===== config.mk =====
export PLATFORM = sky130hd
export DESIGN_NAME = adjacency_matrix_graph_traversal
export DESIGN_NICKNAME = d
export VERILOG_FILES = /design/src/hdl/amgt_pkg.sv /design/src/hdl/amgt_datapath.sv /design/src/hdl/amgt_ctrl.sv /design/src/hdl/adjacency_matrix_graph_traversal.sv
export VERILOG_INCLUDE_DIRS = /design/src /design/src/hdl
export SDC_FILE = /design/constraint.sdc
export NUM_CORES = 2
export LEC_CHECK = 0
export BUFFER_PORTS_ARGS = -buffer_cell sky130_fd_sc_hd__buf_2
export CORE_ASPECT_RATIO = 1.1
export CORE_UTILIZATION = 68
export CTS_BUF_LIST = sky130_fd_sc_hd__clkbuf_4 sky130_fd_sc_hd__clkbuf_8 sky130_fd_sc_hd__clkbuf_16
export DETAILED_ROUTE_END_ITERATION = 6
export PLACE_DENSITY_LB_ADDON = 0.15
export SYNTH_ARGS = -nofsm -noshare
export SYNTH_HDL_FRONTEND = slang
export SYNTH_SLANG_ARGS = --single-unit

===== constraint.sdc =====
create_clock -name clk -period 12.8 [get_ports clk]
set_input_delay 3.84 -clock clk [delete_from_list [all_inputs] [get_ports clk]]
set_output_delay 3.84 -clock clk [all_outputs]
set_load 0.1 [all_outputs]

===== src/hdl/adjacency_matrix_graph_traversal_macros.svh =====
// Assertion macros for the graph traversal block.
// Used by the top level only; expects a clock named clk and a reset named rst.
`ifndef ADJACENCY_MATRIX_GRAPH_TRAVERSAL_MACROS_SVH
`define ADJACENCY_MATRIX_GRAPH_TRAVERSAL_MACROS_SVH

// Same-cycle implication.
`define AMGT_ASSERT_IMP(label, ante, cons) \
  label: assert property (@(posedge clk) disable iff (rst) (ante) |-> (cons)) \
    else $error("amgt: implication check failed");

// Next-cycle implication.
`define AMGT_ASSERT_NEXT(label, ante, cons) \
  label: assert property (@(posedge clk) disable iff (rst) (ante) |=> (cons)) \
    else $error("amgt: next-cycle check failed");

`endif


===== src/hdl/amgt_pkg.sv =====
// Shared types and codes for the graph traversal block.
// No dependencies; imported by the controller, the datapath, the top level, the checker and the testbench.
`timescale 1ns / 1ps

package amgt_pkg;

  localparam int MAX_RESULTS = 32;
  localparam int NW = 6;

  typedef enum logic [3:0] {
    OP_ADD_VERTEX  = 4'd0,
    OP_ADD_EDGE    = 4'd1,
    OP_REMOVE_EDGE = 4'd2,
    OP_TEST_EDGE   = 4'd3,
    OP_READ_LABEL  = 4'd4,
    OP_WRITE_LABEL = 4'd5,
    OP_NEIGHBOURS  = 4'd6,
    OP_BFS         = 4'd7,
    OP_DFS         = 4'd8
  } op_t;

  typedef enum logic [1:0] {
    ST_OK        = 2'd0,
    ST_BAD_INDEX = 2'd1,
    ST_FULL      = 2'd2
  } status_t;

  typedef enum logic [1:0] {
    RRS_S, RRS_I, RRS_CURV, RRS_QDATA
  } row_rsel_t;

  typedef enum logic [1:0] {
    RWS_EDGE, RWS_CLRCOL, RWS_ZERO
  } row_wsel_t;

  typedef enum logic [1:0] {
    RVS_HOLD, RVS_S, RVS_I, RVS_CNT
  } rv_sel_t;

  typedef enum logic [2:0] {
    RK_VISIT, RK_EDGE, RK_ERR_IDX, RK_ERR_FULL, RK_EMPTY
  } res_kind_t;

  typedef struct packed {
    logic [4:0]  vertex;
    logic [31:0] label;
    logic        edge_bit;
    logic [1:0]  status;
    logic        item;
  } res_t;

  typedef struct packed {
    logic      load;
    logic      row_rd;
    row_rsel_t row_rsel;
    logic      row_wr;
    row_wsel_t row_wsel;
    logic      lab_rd;
    logic      lab_wr;
    logic      lab_wsel_s;
    logic      rv_ld;
    rv_sel_t   rv_sel;
    logic      i_clr;
    logic      i_inc;
    logic      vcount_inc;
    logic      vis_init;
    logic      vis_set;
    logic      q_init;
    logic      q_push;
    logic      q_pop;
    logic      stk_clr;
    logic      stk_push;
    logic      stk_pop;
    logic      stk_load;
    logic      curv_init;
    logic      curv_ld_i;
    logic      res_ld;
    res_kind_t res_kind;
    logic      push;
    logic      flush;
  } amgt_cmd_t;

  typedef struct packed {
    logic [3:0] op;
    logic       s_bad;
    logic       t_bad;
    logic       full;
    logic       scan_end;
    logic       hit_nb;
    logic       hit_new;
    logic       q_empty;
    logic       sp_zero;
    logic       n_max;
    logic       n_zero;
    logic       pend_valid;
    logic       out_valid;
  } amgt_stat_t;

endpackage


===== src/hdl/amgt_datapath.sv =====
// Datapath: adjacency row and label memories, visit marks, walk queue and stack,
// scan counter and the pending/output result registers. Depends on amgt_pkg.
`timescale 1ns / 1ps

module amgt_datapath import amgt_pkg::*; #(
  parameter int MAX_VERTICES = 32,
  parameter int LABEL_WIDTH  = 32
) (
  input  logic        clk,
  input  logic        rst,
  input  logic [3:0]  operation,
  input  logic [4:0]  source_vertex,
  input  logic [4:0]  target_vertex,
  input  logic [31:0] label_value,
  input  amgt_cmd_t   cmd,
  output amgt_stat_t  stat,
  output logic        out_valid,
  input  logic        out_ready,
  output logic [4:0]  vertex_index,
  output logic [31:0] label_out,
  output logic        edge_present,
  output logic [1:0]  status,
  output logic        has_item,
  output logic        last
);

  localparam int VW = (MAX_VERTICES > 1) ? $clog2(MAX_VERTICES) : 1;
  localparam int CW = $clog2(MAX_VERTICES + 1);
  localparam int XW = (CW > 5) ? CW : 5;
  localparam int MW = MAX_VERTICES;
  localparam int LW = LABEL_WIDTH;

  logic [3:0]    op_r;
  logic [4:0]    s_r;
  logic [4:0]    t_r;
  logic [LW-1:0] lab_r;
  logic [CW-1:0] vcount;

  logic [MW-1:0] rows [MW];
  logic [MW-1:0] row_q;
  logic [LW-1:0] labs [MW];
  logic [LW-1:0] lab_q;
  logic [MW-1:0] visited;

  logic [VW-1:0] qmem [MW];
  logic [VW-1:0] q_q;
  logic [CW-1:0] head;
  logic [CW-1:0] tail;

  logic [VW-1:0] stk_v [MW];
  logic [CW-1:0] stk_p [MW];
  logic [VW-1:0] stk_v_q;
  logic [CW-1:0] stk_p_q;
  logic [CW-1:0] sp;

  logic [VW-1:0] cur_v;
  logic [CW-1:0] i;
  logic [VW-1:0] rv;
  res_t          res;
  res_t          pend;
  logic          pend_valid;
  res_t          out_r;
  logic          out_last;
  logic [NW-1:0] n;

  logic [VW-1:0] s_idx;
  logic [VW-1:0] t_idx;
  logic [VW-1:0] i_idx;
  logic [VW-1:0] rv_src;
  logic [VW-1:0] row_raddr;
  logic [VW-1:0] row_waddr;
  logic [MW-1:0] row_wdata;
  logic [MW-1:0] edge_row;
  logic [MW-1:0] t_bit;
  logic [CW-1:0] sp_dec;
  res_t          res_new;

  assign s_idx  = VW'(s_r);
  assign t_idx  = VW'(t_r);
  assign i_idx  = i[VW-1:0];
  assign t_bit  = MW'(1) << t_idx;
  assign sp_dec = sp - CW'(1);

  always_comb begin
    case (cmd.rv_sel)
      RVS_S:   rv_src = s_idx;
      RVS_I:   rv_src = i_idx;
      RVS_CNT: rv_src = VW'(vcount);
      default: rv_src = rv;
    endcase
  end

  always_comb begin
    case (cmd.row_rsel)
      RRS_I:     row_raddr = i_idx;
      RRS_CURV:  row_raddr = cur_v;
      RRS_QDATA: row_raddr = q_q;
      default:   row_raddr = s_idx;
    endcase
  end

  always_comb begin
    case (op_r)
      OP_ADD_EDGE:    edge_row = row_q | t_bit;
      OP_REMOVE_EDGE: edge_row = row_q & ~t_bit;
      default:        edge_row = row_q;
    endcase
  end

  always_comb begin
    case (cmd.row_wsel)
      RWS_EDGE: begin
        row_waddr = s_idx;
        row_wdata = edge_row;
      end
      RWS_CLRCOL: begin
        row_waddr = i_idx;
        row_wdata = row_q & ~(MW'(1) << rv);
      end
      default: begin
        row_waddr = rv;
        row_wdata = '0;
      end
    endcase
  end

  always_comb begin
    res_new = '0;
    case (cmd.res_kind)
      RK_VISIT: begin
        res_new.vertex = 5'(rv);
        res_new.label  = 32'(lab_q);
        res_new.item   = 1'b1;
      end
      RK_EDGE: begin
        res_new.vertex   = s_r;
        res_new.edge_bit = edge_row[t_idx];
        res_new.item     = 1'b1;
      end
      RK_ERR_IDX:  res_new.status = ST_BAD_INDEX;
      RK_ERR_FULL: res_new.status = ST_FULL;
      default:     res_new = '0;
    endcase
  end

  // memories: registered read data
  always_ff @(posedge clk) begin
    if (cmd.row_wr) rows[row_waddr] <= row_wdata;
    if (cmd.row_rd) row_q <= rows[row_raddr];
    if (cmd.lab_wr) labs[cmd.lab_wsel_s ? s_idx : rv] <= lab_r;
    if (cmd.lab_rd) lab_q <= labs[rv_src];
    if (cmd.q_init) qmem[0] <= s_idx;
    else if (cmd.q_push) qmem[tail[VW-1:0]] <= i_idx;
    if (cmd.q_pop) q_q <= qmem[head[VW-1:0]];
    if (cmd.stk_push) begin
      stk_v[sp[VW-1:0]] <= cur_v;
      stk_p[sp[VW-1:0]] <= i + CW'(1);
    end
    if (cmd.stk_pop) begin
      stk_v_q <= stk_v[sp_dec[VW-1:0]];
      stk_p_q <= stk_p[sp_dec[VW-1:0]];
    end
  end

  // item fields and walk registers
  always_ff @(posedge clk) begin
    if (cmd.load) begin
      op_r  <= operation;
      s_r   <= source_vertex;
      t_r   <= target_vertex;
      lab_r <= LW'(label_value);
    end
    if (cmd.rv_ld) rv <= rv_src;
    if (cmd.i_clr) i <= '0;
    else if (cmd.stk_load) i <= stk_p_q;
    else if (cmd.i_inc) i <= i + CW'(1);
    if (cmd.curv_init) cur_v <= s_idx;
    else if (cmd.curv_ld_i) cur_v <= i_idx;
    else if (cmd.stk_load) cur_v <= stk_v_q;
    if (cmd.vis_init) visited <= MW'(1) << s_idx;
    else if (cmd.vis_set) visited[i_idx] <= 1'b1;
    if (cmd.res_ld) res <= res_new;
    if (cmd.push) pend <= res;
    if (cmd.push && pend_valid) begin
      out_r    <= pend;
      out_last <= 1'b0;
    end else if (cmd.flush) begin
      out_r    <= pend;
      out_last <= 1'b1;
    end
  end

  always_ff @(posedge clk) begin
    if (rst) begin
      vcount     <= '0;
      head       <= '0;
      tail       <= '0;
      sp         <= '0;
      n          <= '0;
      pend_valid <= 1'b0;
      out_valid  <= 1'b0;
    end else begin
      if (cmd.vcount_inc) vcount <= vcount + CW'(1);
      if (cmd.q_init) begin
        head <= '0;
        tail <= CW'(1);
      end else begin
        if (cmd.q_push) tail <= tail + CW'(1);
        if (cmd.q_pop) head <= head + CW'(1);
      end
      if (cmd.stk_clr) sp <= '0;
      else if (cmd.stk_push) sp <= sp + CW'(1);
      else if (cmd.stk_pop) sp <= sp_dec;
      if (cmd.load) n <= '0;
      else if (cmd.push) n <= n + NW'(1);
      if (cmd.push) pend_valid <= 1'b1;
      else if (cmd.flush) pend_valid <= 1'b0;
      // push moves pend only when the output register is free
      if ((cmd.push && pend_valid) || cmd.flush) out_valid <= 1'b1;
      else if (out_valid && out_ready) out_valid <= 1'b0;
    end
  end

  always_comb begin
    stat.op         = op_r;
    stat.s_bad      = XW'(s_r) >= XW'(vcount);
    stat.t_bad      = XW'(t_r) >= XW'(vcount);
    stat.full       = vcount == CW'(MAX_VERTICES);
    stat.scan_end   = i == vcount;
    stat.hit_nb     = row_q[i_idx];
    stat.hit_new    = row_q[i_idx] & ~visited[i_idx];
    stat.q_empty    = head == tail;
    stat.sp_zero    = sp == '0;
    stat.n_max      = n == NW'(MAX_RESULTS);
    stat.n_zero     = n == '0;
    stat.pend_valid = pend_valid;
    stat.out_valid  = out_valid;
  end

  assign vertex_index = out_r.vertex;
  assign label_out    = out_r.label;
  assign edge_present = out_r.edge_bit;
  assign status       = out_r.status;
  assign has_item     = out_r.item;
  assign last         = out_last;

endmodule


===== src/hdl/amgt_ctrl.sv =====
// Controller: sequences each operation over the datapath by command strobes.
// Depends on amgt_pkg.
`timescale 1ns / 1ps

module amgt_ctrl import amgt_pkg::*; (
  input  logic       clk,
  input  logic       rst,
  input  logic       in_valid,
  output logic       in_ready,
  input  amgt_stat_t stat,
  output amgt_cmd_t  cmd
);

  typedef enum logic [4:0] {
    S_IDLE, S_DECODE, S_CLR_RD, S_CLR_WR, S_LBL_RD, S_L_WAIT, S_EDGE_UPD,
    S_NB_SCAN, S_BFS_POP, S_BFS_QW, S_BFS_SCAN, S_DFS_RD, S_DFS_SCAN,
    S_DFS_POPW, S_PUSH, S_FLUSH
  } state_t;

  state_t state, state_next;
  state_t ret, ret_next;

  assign in_ready = state == S_IDLE;

  always_comb begin
    cmd        = '0;
    state_next = state;
    ret_next   = ret;
    case (state)
      S_IDLE: begin
        if (in_valid) begin
          cmd.load   = 1'b1;
          state_next = S_DECODE;
        end
      end
      S_DECODE: begin
        if (stat.op == OP_ADD_VERTEX) begin
          if (stat.full) begin
            cmd.res_ld   = 1'b1;
            cmd.res_kind = RK_ERR_FULL;
            ret_next     = S_FLUSH;
            state_next   = S_PUSH;
          end else begin
            cmd.rv_ld  = 1'b1;
            cmd.rv_sel = RVS_CNT;
            cmd.i_clr  = 1'b1;
            state_next = S_CLR_RD;
          end
        end else if (stat.op inside {OP_ADD_EDGE, OP_REMOVE_EDGE, OP_TEST_EDGE}) begin
          if (stat.s_bad || stat.t_bad) begin
            cmd.res_ld   = 1'b1;
            cmd.res_kind = RK_ERR_IDX;
            ret_next     = S_FLUSH;
            state_next   = S_PUSH;
          end else begin
            cmd.row_rd   = 1'b1;
            cmd.row_rsel = RRS_S;
            state_next   = S_EDGE_UPD;
          end
        end else if (stat.op inside {[OP_READ_LABEL:OP_DFS]}) begin
          if (stat.s_bad) begin
            cmd.res_ld   = 1'b1;
            cmd.res_kind = RK_ERR_IDX;
            ret_next     = S_FLUSH;
            state_next   = S_PUSH;
          end else begin
            case (stat.op)
              OP_READ_LABEL, OP_WRITE_LABEL: begin
                cmd.lab_wr     = stat.op == OP_WRITE_LABEL;
                cmd.lab_wsel_s = 1'b1;
                cmd.rv_ld      = 1'b1;
                cmd.rv_sel     = RVS_S;
                state_next     = S_LBL_RD;
              end
              OP_NEIGHBOURS: begin
                cmd.row_rd   = 1'b1;
                cmd.row_rsel = RRS_S;
                cmd.i_clr    = 1'b1;
                state_next   = S_NB_SCAN;
              end
              OP_BFS: begin
                cmd.vis_init = 1'b1;
                cmd.q_init   = 1'b1;
                cmd.rv_ld    = 1'b1;
                cmd.rv_sel   = RVS_S;
                cmd.lab_rd   = 1'b1;
                ret_next     = S_BFS_POP;
                state_next   = S_L_WAIT;
              end
              default: begin
                cmd.vis_init  = 1'b1;
                cmd.curv_init = 1'b1;
                cmd.i_clr     = 1'b1;
                cmd.stk_clr   = 1'b1;
                cmd.rv_ld     = 1'b1;
                cmd.rv_sel    = RVS_S;
                cmd.lab_rd    = 1'b1;
                ret_next      = S_DFS_RD;
                state_next    = S_L_WAIT;
              end
            endcase
          end
        end else begin
          // unused codes: drop silently
          state_next = S_IDLE;
        end
      end
      S_CLR_RD: begin
        if (stat.scan_end) begin
          cmd.row_wr     = 1'b1;
          cmd.row_wsel   = RWS_ZERO;
          cmd.lab_wr     = 1'b1;
          cmd.vcount_inc = 1'b1;
          state_next     = S_LBL_RD;
        end else begin
          cmd.row_rd   = 1'b1;
          cmd.row_rsel = RRS_I;
          state_next   = S_CLR_WR;
        end
      end
      S_CLR_WR: begin
        cmd.row_wr   = 1'b1;
        cmd.row_wsel = RWS_CLRCOL;
        cmd.i_inc    = 1'b1;
        state_next   = S_CLR_RD;
      end
      S_LBL_RD: begin
        cmd.lab_rd = 1'b1;
        cmd.rv_sel = RVS_HOLD;
        ret_next   = S_FLUSH;
        state_next = S_L_WAIT;
      end
      S_L_WAIT: begin
        cmd.res_ld   = 1'b1;
        cmd.res_kind = RK_VISIT;
        state_next   = S_PUSH;
      end
      S_EDGE_UPD: begin
        cmd.row_wr   = 1'b1;
        cmd.row_wsel = RWS_EDGE;
        cmd.res_ld   = 1'b1;
        cmd.res_kind = RK_EDGE;
        ret_next     = S_FLUSH;
        state_next   = S_PUSH;
      end
      S_NB_SCAN: begin
        if (stat.n_max) begin
          state_next = S_FLUSH;
        end else if (stat.scan_end) begin
          if (stat.n_zero) begin
            cmd.res_ld   = 1'b1;
            cmd.res_kind = RK_EMPTY;
            ret_next     = S_FLUSH;
            state_next   = S_PUSH;
          end else begin
            state_next = S_FLUSH;
          end
        end else if (stat.hit_nb) begin
          cmd.rv_ld  = 1'b1;
          cmd.rv_sel = RVS_I;
          cmd.lab_rd = 1'b1;
          cmd.i_inc  = 1'b1;
          ret_next   = S_NB_SCAN;
          state_next = S_L_WAIT;
        end else begin
          cmd.i_inc = 1'b1;
        end
      end
      S_BFS_POP: begin
        if (stat.n_max || stat.q_empty) begin
          state_next = S_FLUSH;
        end else begin
          cmd.q_pop  = 1'b1;
          state_next = S_BFS_QW;
        end
      end
      S_BFS_QW: begin
        cmd.row_rd   = 1'b1;
        cmd.row_rsel = RRS_QDATA;
        cmd.i_clr    = 1'b1;
        state_next   = S_BFS_SCAN;
      end
      S_BFS_SCAN: begin
        if (stat.n_max) begin
          state_next = S_FLUSH;
        end else if (stat.scan_end) begin
          state_next = S_BFS_POP;
        end else if (stat.hit_new) begin
          cmd.vis_set = 1'b1;
          cmd.q_push  = 1'b1;
          cmd.rv_ld   = 1'b1;
          cmd.rv_sel  = RVS_I;
          cmd.lab_rd  = 1'b1;
          cmd.i_inc   = 1'b1;
          ret_next    = S_BFS_SCAN;
          state_next  = S_L_WAIT;
        end else begin
          cmd.i_inc = 1'b1;
        end
      end
      S_DFS_RD: begin
        cmd.row_rd   = 1'b1;
        cmd.row_rsel = RRS_CURV;
        state_next   = S_DFS_SCAN;
      end
      S_DFS_SCAN: begin
        if (stat.n_max) begin
          state_next = S_FLUSH;
        end else if (stat.scan_end) begin
          if (stat.sp_zero) begin
            state_next = S_FLUSH;
          end else begin
            cmd.stk_pop = 1'b1;
            state_next  = S_DFS_POPW;
          end
        end else if (stat.hit_new) begin
          // save resume point, then descend into the new vertex
          cmd.stk_push  = 1'b1;
          cmd.vis_set   = 1'b1;
          cmd.curv_ld_i = 1'b1;
          cmd.rv_ld     = 1'b1;
          cmd.rv_sel    = RVS_I;
          cmd.lab_rd    = 1'b1;
          cmd.i_clr     = 1'b1;
          ret_next      = S_DFS_RD;
          state_next    = S_L_WAIT;
        end else begin
          cmd.i_inc = 1'b1;
        end
      end
      S_DFS_POPW: begin
        cmd.stk_load = 1'b1;
        state_next   = S_DFS_RD;
      end
      S_PUSH: begin
        if (!stat.pend_valid || !stat.out_valid) begin
          cmd.push   = 1'b1;
          state_next = ret;
        end
      end
      S_FLUSH: begin
        if (!stat.out_valid) begin
          cmd.flush  = 1'b1;
          state_next = S_IDLE;
        end
      end
      default: state_next = S_IDLE;
    endcase
  end

  always_ff @(posedge clk) begin
    if (rst) begin
      state <= S_IDLE;
      ret   <= S_IDLE;
    end else begin
      state <= state_next;
      ret   <= ret_next;
    end
  end

endmodule


===== src/hdl/adjacency_matrix_graph_traversal.sv =====
// Channel   Handshake              Payload
// input     in_valid / in_ready    operation, source_vertex, target_vertex, label_value
// output    out_valid / out_ready  vertex_index, label_out, edge_present, status,
//                                  has_item, last
//
// One item at a time: a new operation is accepted only after the last one has
// finished. Add vertex clears the new column with one read-modify-write of each
// existing matrix row and zeroes the new row; neighbours and traversals scan
// each matrix row that they read one entry at a time.
// Results leave through a one-deep pending register and an output register, so a
// stalled output holds the controller. No clearing pass after reset.
`timescale 1ns / 1ps
`include "adjacency_matrix_graph_traversal_macros.svh"

module adjacency_matrix_graph_traversal import amgt_pkg::*; #(
  parameter int MAX_VERTICES = 32,
  parameter int LABEL_WIDTH  = 32
) (
  input  logic        clk,
  input  logic        rst,
  input  logic        in_valid,
  output logic        in_ready,
  input  logic [3:0]  operation,
  input  logic [4:0]  source_vertex,
  input  logic [4:0]  target_vertex,
  input  logic [31:0] label_value,
  output logic        out_valid,
  input  logic        out_ready,
  output logic [4:0]  vertex_index,
  output logic [31:0] label_out,
  output logic        edge_present,
  output logic [1:0]  status,
  output logic        has_item,
  output logic        last
);

  amgt_cmd_t  cmd;
  amgt_stat_t stat;

  amgt_ctrl u_ctrl (
    .clk      (clk),
    .rst      (rst),
    .in_valid (in_valid),
    .in_ready (in_ready),
    .stat     (stat),
    .cmd      (cmd)
  );

  amgt_datapath #(
    .MAX_VERTICES (MAX_VERTICES),
    .LABEL_WIDTH  (LABEL_WIDTH)
  ) u_datapath (
    .clk           (clk),
    .rst           (rst),
    .operation     (operation),
    .source_vertex (source_vertex),
    .target_vertex (target_vertex),
    .label_value   (label_value),
    .cmd           (cmd),
    .stat          (stat),
    .out_valid     (out_valid),
    .out_ready     (out_ready),
    .vertex_index  (vertex_index),
    .label_out     (label_out),
    .edge_present  (edge_present),
    .status        (status),
    .has_item      (has_item),
    .last          (last)
  );

  `AMGT_ASSERT_IMP(a_idle_no_pending, in_ready, !stat.pend_valid)
  `AMGT_ASSERT_IMP(a_push_has_room, cmd.push, !stat.pend_valid || !stat.out_valid)
  `AMGT_ASSERT_IMP(a_flush_has_result, cmd.flush, stat.pend_valid && !stat.out_valid)
  `AMGT_ASSERT_NEXT(a_push_fills_pending, cmd.push, stat.pend_valid)

endmodule


==> Word-level counts from Yosys, hierarchy flattened <==
Memory sizes are Yosys's and may differ from the RTL's. A register that Yosys moved wholly into a read port is not among the register bits.
Cells that the tools add are included.
{ "totals": {"reg_bits": 260, "ram_bits": 2560, "input_bits": 50, "elab_cells": 337, "memories": 5} }
{ "mem_list": {"columns": ["memory", "words", "word_bits", "read_ports", "rd_ports_with_merged_regs", "write_ports", "line", "source"], "rows": [
  ["u_datapath.labs", 32, 32, 1, 1, 1, "amgt_datapath.sv:41", "logic [LW-1:0] labs [MW];"],
  ["u_datapath.rows", 32, 32, 1, 1, 1, "amgt_datapath.sv:39", "logic [MW-1:0] rows [MW];"],
  ["u_datapath.stk_p", 32, 6, 1, 1, 1, "amgt_datapath.sv:51", "logic [CW-1:0] stk_p [MW];"],
  ["u_datapath.qmem", 32, 5, 1, 1, 1, "amgt_datapath.sv:45", "logic [VW-1:0] qmem [MW];"],
  ["u_datapath.stk_v", 32, 5, 1, 1, 1, "amgt_datapath.sv:50", "logic [VW-1:0] stk_v [MW];"]
]} }
{ "op_classes": {"addsub": 7, "magnitude_cmp": 7, "eq_ne": 53, "shifts": 3, "n_mux": 179, "bitwise_logic": 8, "n_reduce_logical": 41} }
{ "op_table": {"columns": ["cell", "count"], "rows": [
  ["5-bit two-way mux", 39],
  ["32-bit case mux with 2 select lines", 2],
  ["1-bit by 5-bit << shifter with 32-bit output (first input constant)", 3],
  ["41-bit two-way mux", 2],
  ["5-bit case mux with 15 select lines", 1],
  ["1-bit two-way mux", 69],
  ["32-bit AND", 2],
  ["32-bit two-way mux", 2],
  ["32-bit inverter", 2],
  ["32-bit bitwise OR", 2],
  ["4-bit two-way mux", 14],
  ["3-bit two-way mux", 18],
  ["5-bit by 4-bit equality test with 1-bit output (second input constant)", 8],
  ["6-bit by 1-bit adder with 6-bit output (second input constant)", 6],
  ["5-bit case mux with 2 select lines", 3],
  ["5-bit case mux with 3 select lines", 2],
  ["5-bit case mux with 5 select lines", 1],
  ["6-bit two-way mux", 4],
  ["7-bit two-way mux", 3],
  ["5-bit by 3-bit equality test with 1-bit output (second input constant)", 4],
  ["2-bit != test (second input constant)", 9],
  ["2-bit OR reduction", 9],
  ["4-bit by 3-bit equality test with 1-bit output (second input constant)", 4],
  ["4-bit case mux with 4 select lines", 1],
  ["other kinds (49)", 88]
]} }

==> Longest topological paths before layout <==
{ "depth": {"word_depth": 13, "mapped_depth": 18, "mapped_depth_nobuf": 14} }

==> Hierarchy <==
Synthesis repeated with hierarchy kept, for this count alone.
{ "hier_totals": {"hier_cells": 5487, "area_unflattened_um2": 114494.8} }
{ "modules_own_cells": {"columns": ["module", "instances", "cells_per_inst", "area_per_inst_um2"], "rows": [
  ["amgt_datapath", 1, 5253, 112979.6],
  ["amgt_ctrl", 1, 234, 1515.2]
]} }

==> Worst setup path after synthesis <==
OpenSTA, ideal clock, no wires.
{ "synth_path": {"path_type": "reg2reg", "startpoint": "register u_datapath.t_r[0], in the netlist u_datapath.t_idx[0]", "endpoint": "register u_datapath.row_q[0], read port of u_datapath.rows, enable pin", "setup_ps": 511, "arrival_ps": 5342, "path_slack_ps": 6947, "stages_incl_launch_ff": 12, "n_path_buf": 1, "synth_period_minus_slack_ps": 5853, "path_cell_list": "edfxtp_1 clkbuf_1 inv_1 ha_1 nand2b_1 a21o_1 a21o_1 a21o_1 a21oi_1 or2_2 o21ai_0 o41ai_1"} }
{ "synth_lines": {"columns": ["element", "line", "source"], "rows": [
  ["start: declaration", "amgt_datapath.sv:35", "logic [4:0] t_r;"],
  ["start signal: assignment", "amgt_datapath.sv:170", "t_r <= target_vertex;"],
  ["end: declaration", "amgt_datapath.sv:40", "logic [MW-1:0] row_q;"]
]} }

==> Worst setup path in the final report <==
{ "layout_path": {"startpoint": "register u_datapath.i[4]", "endpoint": "register u_datapath.lab_q[22], read port of u_datapath.labs, data pin"} }
{ "layout_via": {"elab_chain_len": 10} }
{ "layout_lines": {"columns": ["element", "line", "source"], "rows": [
  ["start: declaration", "amgt_datapath.sv:57", "logic [CW-1:0] i;"],
  ["start signal: assignment", "amgt_datapath.sv:175", "else if (cmd.stk_load) i <= stk_p_q;"],
  ["start signal: assignment", "amgt_datapath.sv:176", "else if (cmd.i_inc) i <= i + CW'(1);"],
  ["1-bit binary-select mux with 5-bit select", "amgt_datapath.sv:231", "stat.hit_new = row_q[i_idx] & ~visited[i_idx];"],
  ["1-bit two-way mux (implied by the code)", "amgt_datapath.sv:231", null],
  ["1-bit inverter", "amgt_datapath.sv:231", null],
  ["1-bit AND", "amgt_datapath.sv:231", null],
  ["4-bit two-way mux / 3-bit two-way mux (equally long branches)", "amgt_ctrl.sv:216, amgt_ctrl.sv:188", null],
  ["5-bit two-way mux / 3-bit two-way mux (equally long branches)", "amgt_ctrl.sv:209, amgt_ctrl.sv:186", null],
  ["5-bit two-way mux / 3-bit two-way mux (equally long branches)", "amgt_ctrl.sv:207, amgt_ctrl.sv:184", null],
  ["2-bit case mux with 4 select lines", "amgt_ctrl.sv:29", "case (state)"],
  ["2-bit equality test / 2-bit by 1-bit equality test with 1-bit output (equally long branches)", "amgt_datapath.sv:85", "case (cmd.rv_sel)"],
  ["5-bit case mux with 3 select lines", "amgt_datapath.sv:85", null],
  ["end: declaration", "amgt_datapath.sv:42", "logic [LW-1:0] lab_q;"]
]} }
Parallel ways exist; a longest one is shown, timed or not. The select of a mux whose other input is x is not followed.
A chain may end at the register's enable or synchronous reset.

==> impl_metrics.tcl <==
set metrics [dict create \
    max_stage_delay_ns 1.02 \
    final_nets 7203 \
    syn_nets 7071 \
    slew_headroom_pct 9.97 \
    slew_viol_final 0 \
    grt_overflow 0 \
    die-area_sq_mm 0.174 \
    cts_resized 0 \
    cts_tree "yes" \
    cts.sinks 2899 \
    syn_area_sq_mm 0.117 \
    grt_pass1_wl_um 430000 \
    p_sw_share_pct 19.9 \
    crit_chain "xor2_1 -> nor4_1 -> and3_1 -> nor2_2 -> and2_1 -> a21oi_2 -> a21oi_4 -> buf_4 -> inv_8 -> buf_4 -> buf_4 -> mux2i_1 -> mux2i_1 -> a2111oi_0 -> a22oi_1" \
    cp_max_fo 75 \
    die_w_um 398 \
    yosys_warnings 0 \
    synth-seq-area-share_pct 73.8 \
    cts_buffers 288 \
    critPathLaunch "u_datapath.i[4]" \
    synth_most_common_cell "edfxtp_1" \
    pwr-share-comb_pct 2.9 \
    die_h_um 438 \
    rrSetupSlack_ns 5.90 \
    crit_buf_inv 4 \
    worst-endpoint-required_ns 13.48 \
    synth_top_cell_by_area "edfxtp_1" \
    timing.hold.ws_ns 0.417 \
    routed_wl_um 300000 \
    crit_family "buffers and inverters" \
    gp_congestion 0.937 \
    setup_ws_ns 5.90 \
    clk_pin_slew_ns 0.06 \
    drv_cap 0 \
    worstPathArrival_ns 7.58 \
    utilization_pct 76.0 \
    cts_hold_buf 0 \
    worst-setup-path-type "reg -> reg" \
    synthFlopType "edfxtp_1" \
    setup_tns_ns 0 \
    hold_class "reg -> reg" \
    drc_errors 0 \
    clk_latency_ns 0.98 \
    min_period_ns 6.90 \
    synth.distinct_cells 76 \
    hold_viol_final 0 \
    cts_root_buf "clkbuf_16" \
    wire_per_inst_um 31.4 \
    max_freq_mhz 145 \
    ys_ff_latch 2899 \
    netlist_top_cells_count "edfxtp_1 (2,851), mux2i_1 (1,259), nand2_1 (548)" \
    peakVddDrop_mv 0.154 \
    placed_area_sq_mm 0.121 \
    final_layout_size_suffix_gt1_share_pct 14.4 \
    first_pass_iters 6 \
    power_density_mw_per_mm2 147 \
    switchingPower_mw 3.79 \
    period_share_pct 53.9 \
    outcome "complete, no violations" \
    clockPowerShare_pct 42.3 \
    drt_iter0_drc 8023 \
    antenna_found_initial 20 \
    synth.area.top_cells "edfxtp_1 (73%), mux2i_1 (11%), mux4_2 (3.2%)" \
    area_growth_pct 10.8 \
    cpMostUsedCell "buf_4" \
    antenna_left 0 \
    num_rows 159 \
    grt.total_usage_pct 34.5 \
    avgSynthCellArea_sq_um 16.8 \
    pre_cts_slack_ns 5.94 \
    port_buffers 93 \
    cts_setup_buffers 0 \
    grt_max_degree 165 \
    p_leak_nw 44.7 \
    synth_top_area_share_pct 73.0 \
    synth-edff-count 2851 \
    critPathSlowestCell "dfxtp_1" \
    finalClockSkew_ns 0.0735 \
    p_int_mw 15.3 \
    r2r_start "u_datapath.i[4]" \
    cts_max_path_buffers 4 \
    core-area_sq_mm 0.171 \
    design_area_sq_mm 0.130 \
    vias 65831 \
    start_kind "flip-flop" \
    p_seq_share_pct 54.8 \
    critPathCaptureType "flip-flop" \
    synthArstFlopShare_pct 0 \
    setup_violations 0 \
    cts_max_level 5 \
    syn_inst 6996 \
    grt_pass1_vias 64453 \
    rsz0062_at_grt "no" \
    start_util_pct 68.6 \
    min_from "u_datapath.pend[4]" \
    worst_slew_pin_slew_ns 1.35 \
    viasPerCell 6.87 \
    ioPinCount 94 \
    place.detailed.hpwl_um 161000 \
]
==> worst paths after layout <==
kind	to	cells past startpoint
setup reg to reg	u_datapath.lab_q[22]	15
hold reg to reg	u_datapath.label_out[0]	0
setup / recovery	u_datapath.lab_q[22]	15
hold / removal	u_datapath.label_out[0]	0
==> layout by cell type (no fill, tap or decap), types with 15 or more instances in the layout <==
master | Yosys | final
buf_2 | 129 | 93
and2_1 | 40 | 40
o21ai_0 | 115 | 98
mux2i_1 | 1259 | 1259
nand2_1 | 548 | 544
buf_4 | 8 | 162
nor2_4 | 0 | 66
clkinv_2 | 0 | 39
inv_1 | 34 | 33
nor4_1 | 39 | 39
a211oi_1 | 200 | 198
a2111oi_0 | 31 | 31
nand3b_1 | 43 | 43
o22ai_1 | 54 | 49
mux2_2 | 43 | 43
xor2_1 | 20 | 18
a21oi_1 | 166 | 165
clkbuf_16 | 0 | 300
bufinv_16 | 0 | 15
a31oi_1 | 43 | 43
clkinv_1 | 1 | 46
nor2b_1 | 20 | 20
nor2_1 | 287 | 221
clkbuf_4 | 0 | 66
xnor2_1 | 27 | 23
a22oi_1 | 40 | 39
mux4_2 | 168 | 168
dfxtp_1 | 48 | 44
ha_1 | 25 | 24
edfxtp_1 | 2851 | 2851
nand3_1 | 184 | 182
and3_1 | 102 | 101
==> kinds of logic after synthesis <==
| group | Yosys count | share of synthesized area (%) |
|---|---|---|
| flops | 2899 | 73.8 |
| mux | 1470 | 14.4 |
| simple gates | 1353 | 5.32 |
| compound gates | 743 | 4.18 |
| buf+inv | 458 | 1.66 |
| xor+xnor | 47 | 0.351 |
| fa+ha+maj | 25 | 0.267 |
| other cells | 1 | 0.00320 |
==> flip-flops by register name (all words and copies together) (netlist names), 6 cells and up <==
register and count:
u_datapath.stk_v 160, u_datapath.head 6, u_datapath.tail 6, u_datapath.stk_p_q 6, u_datapath.lab_q 32, u_datapath.visited 32, u_datapath.qmem 160, u_datapath.sp 6
u_datapath.row_q 32, u_datapath.pend 41, u_datapath.rows 1024, u_datapath.lab_r 32, u_datapath.vcount 6, u_datapath.stk_p 192, u_datapath.res 41, u_datapath.n 6
u_datapath.label_out 32, u_datapath.i 6, u_datapath.labs 1024
==> through the flow <==
stage	total power, mW	cells
after detailed placement	11.2	9092
final	19.1	9576
after floorplan	11.0	6996
after CTS	19.1	9569
after global placement	11.2	9092
after global routing	19.5	9573
==> metal layers <==
metal / GRT usage [%] / share of wire (%) / vias to the layer above
met5: 0 / 0.033 / -
met4: 15.9 / 5.0 / 12
met3: 7.21 / 10 / 893
met2: 54.8 / 48 / 4141
met1: 46.2 / 37 / 33152
li1: - / - / 27633
==> layout make-up <==
cell class / instances / area [sq um]
Antenna cell: 7 / 17.5
Clock buffer: 366 / 8000
Clock inverter: 111 / 912
Fill cell: 9478 / 41000
Inverter: 38 / 153
Multi-Input combinational cell: 3639 / 29600
Sequential cell: 2899 / 86600
Tap cell: 2254 / 2820
Timing Repair Buffer: 262 / 1820
==> power by group through the flow <==
stage	clock [mW]	combinational (mW)	sequential [mW]
after floorplan	0	0.385	10.6
after global placement	0	0.523	10.7
after detailed placement	0	0.536	10.7
after CTS	8.12	0.539	10.5
after global routing	8.47	0.575	10.5
final	8.08	0.545	10.5
Note: power is estimated with default switching activity, not from simulation.
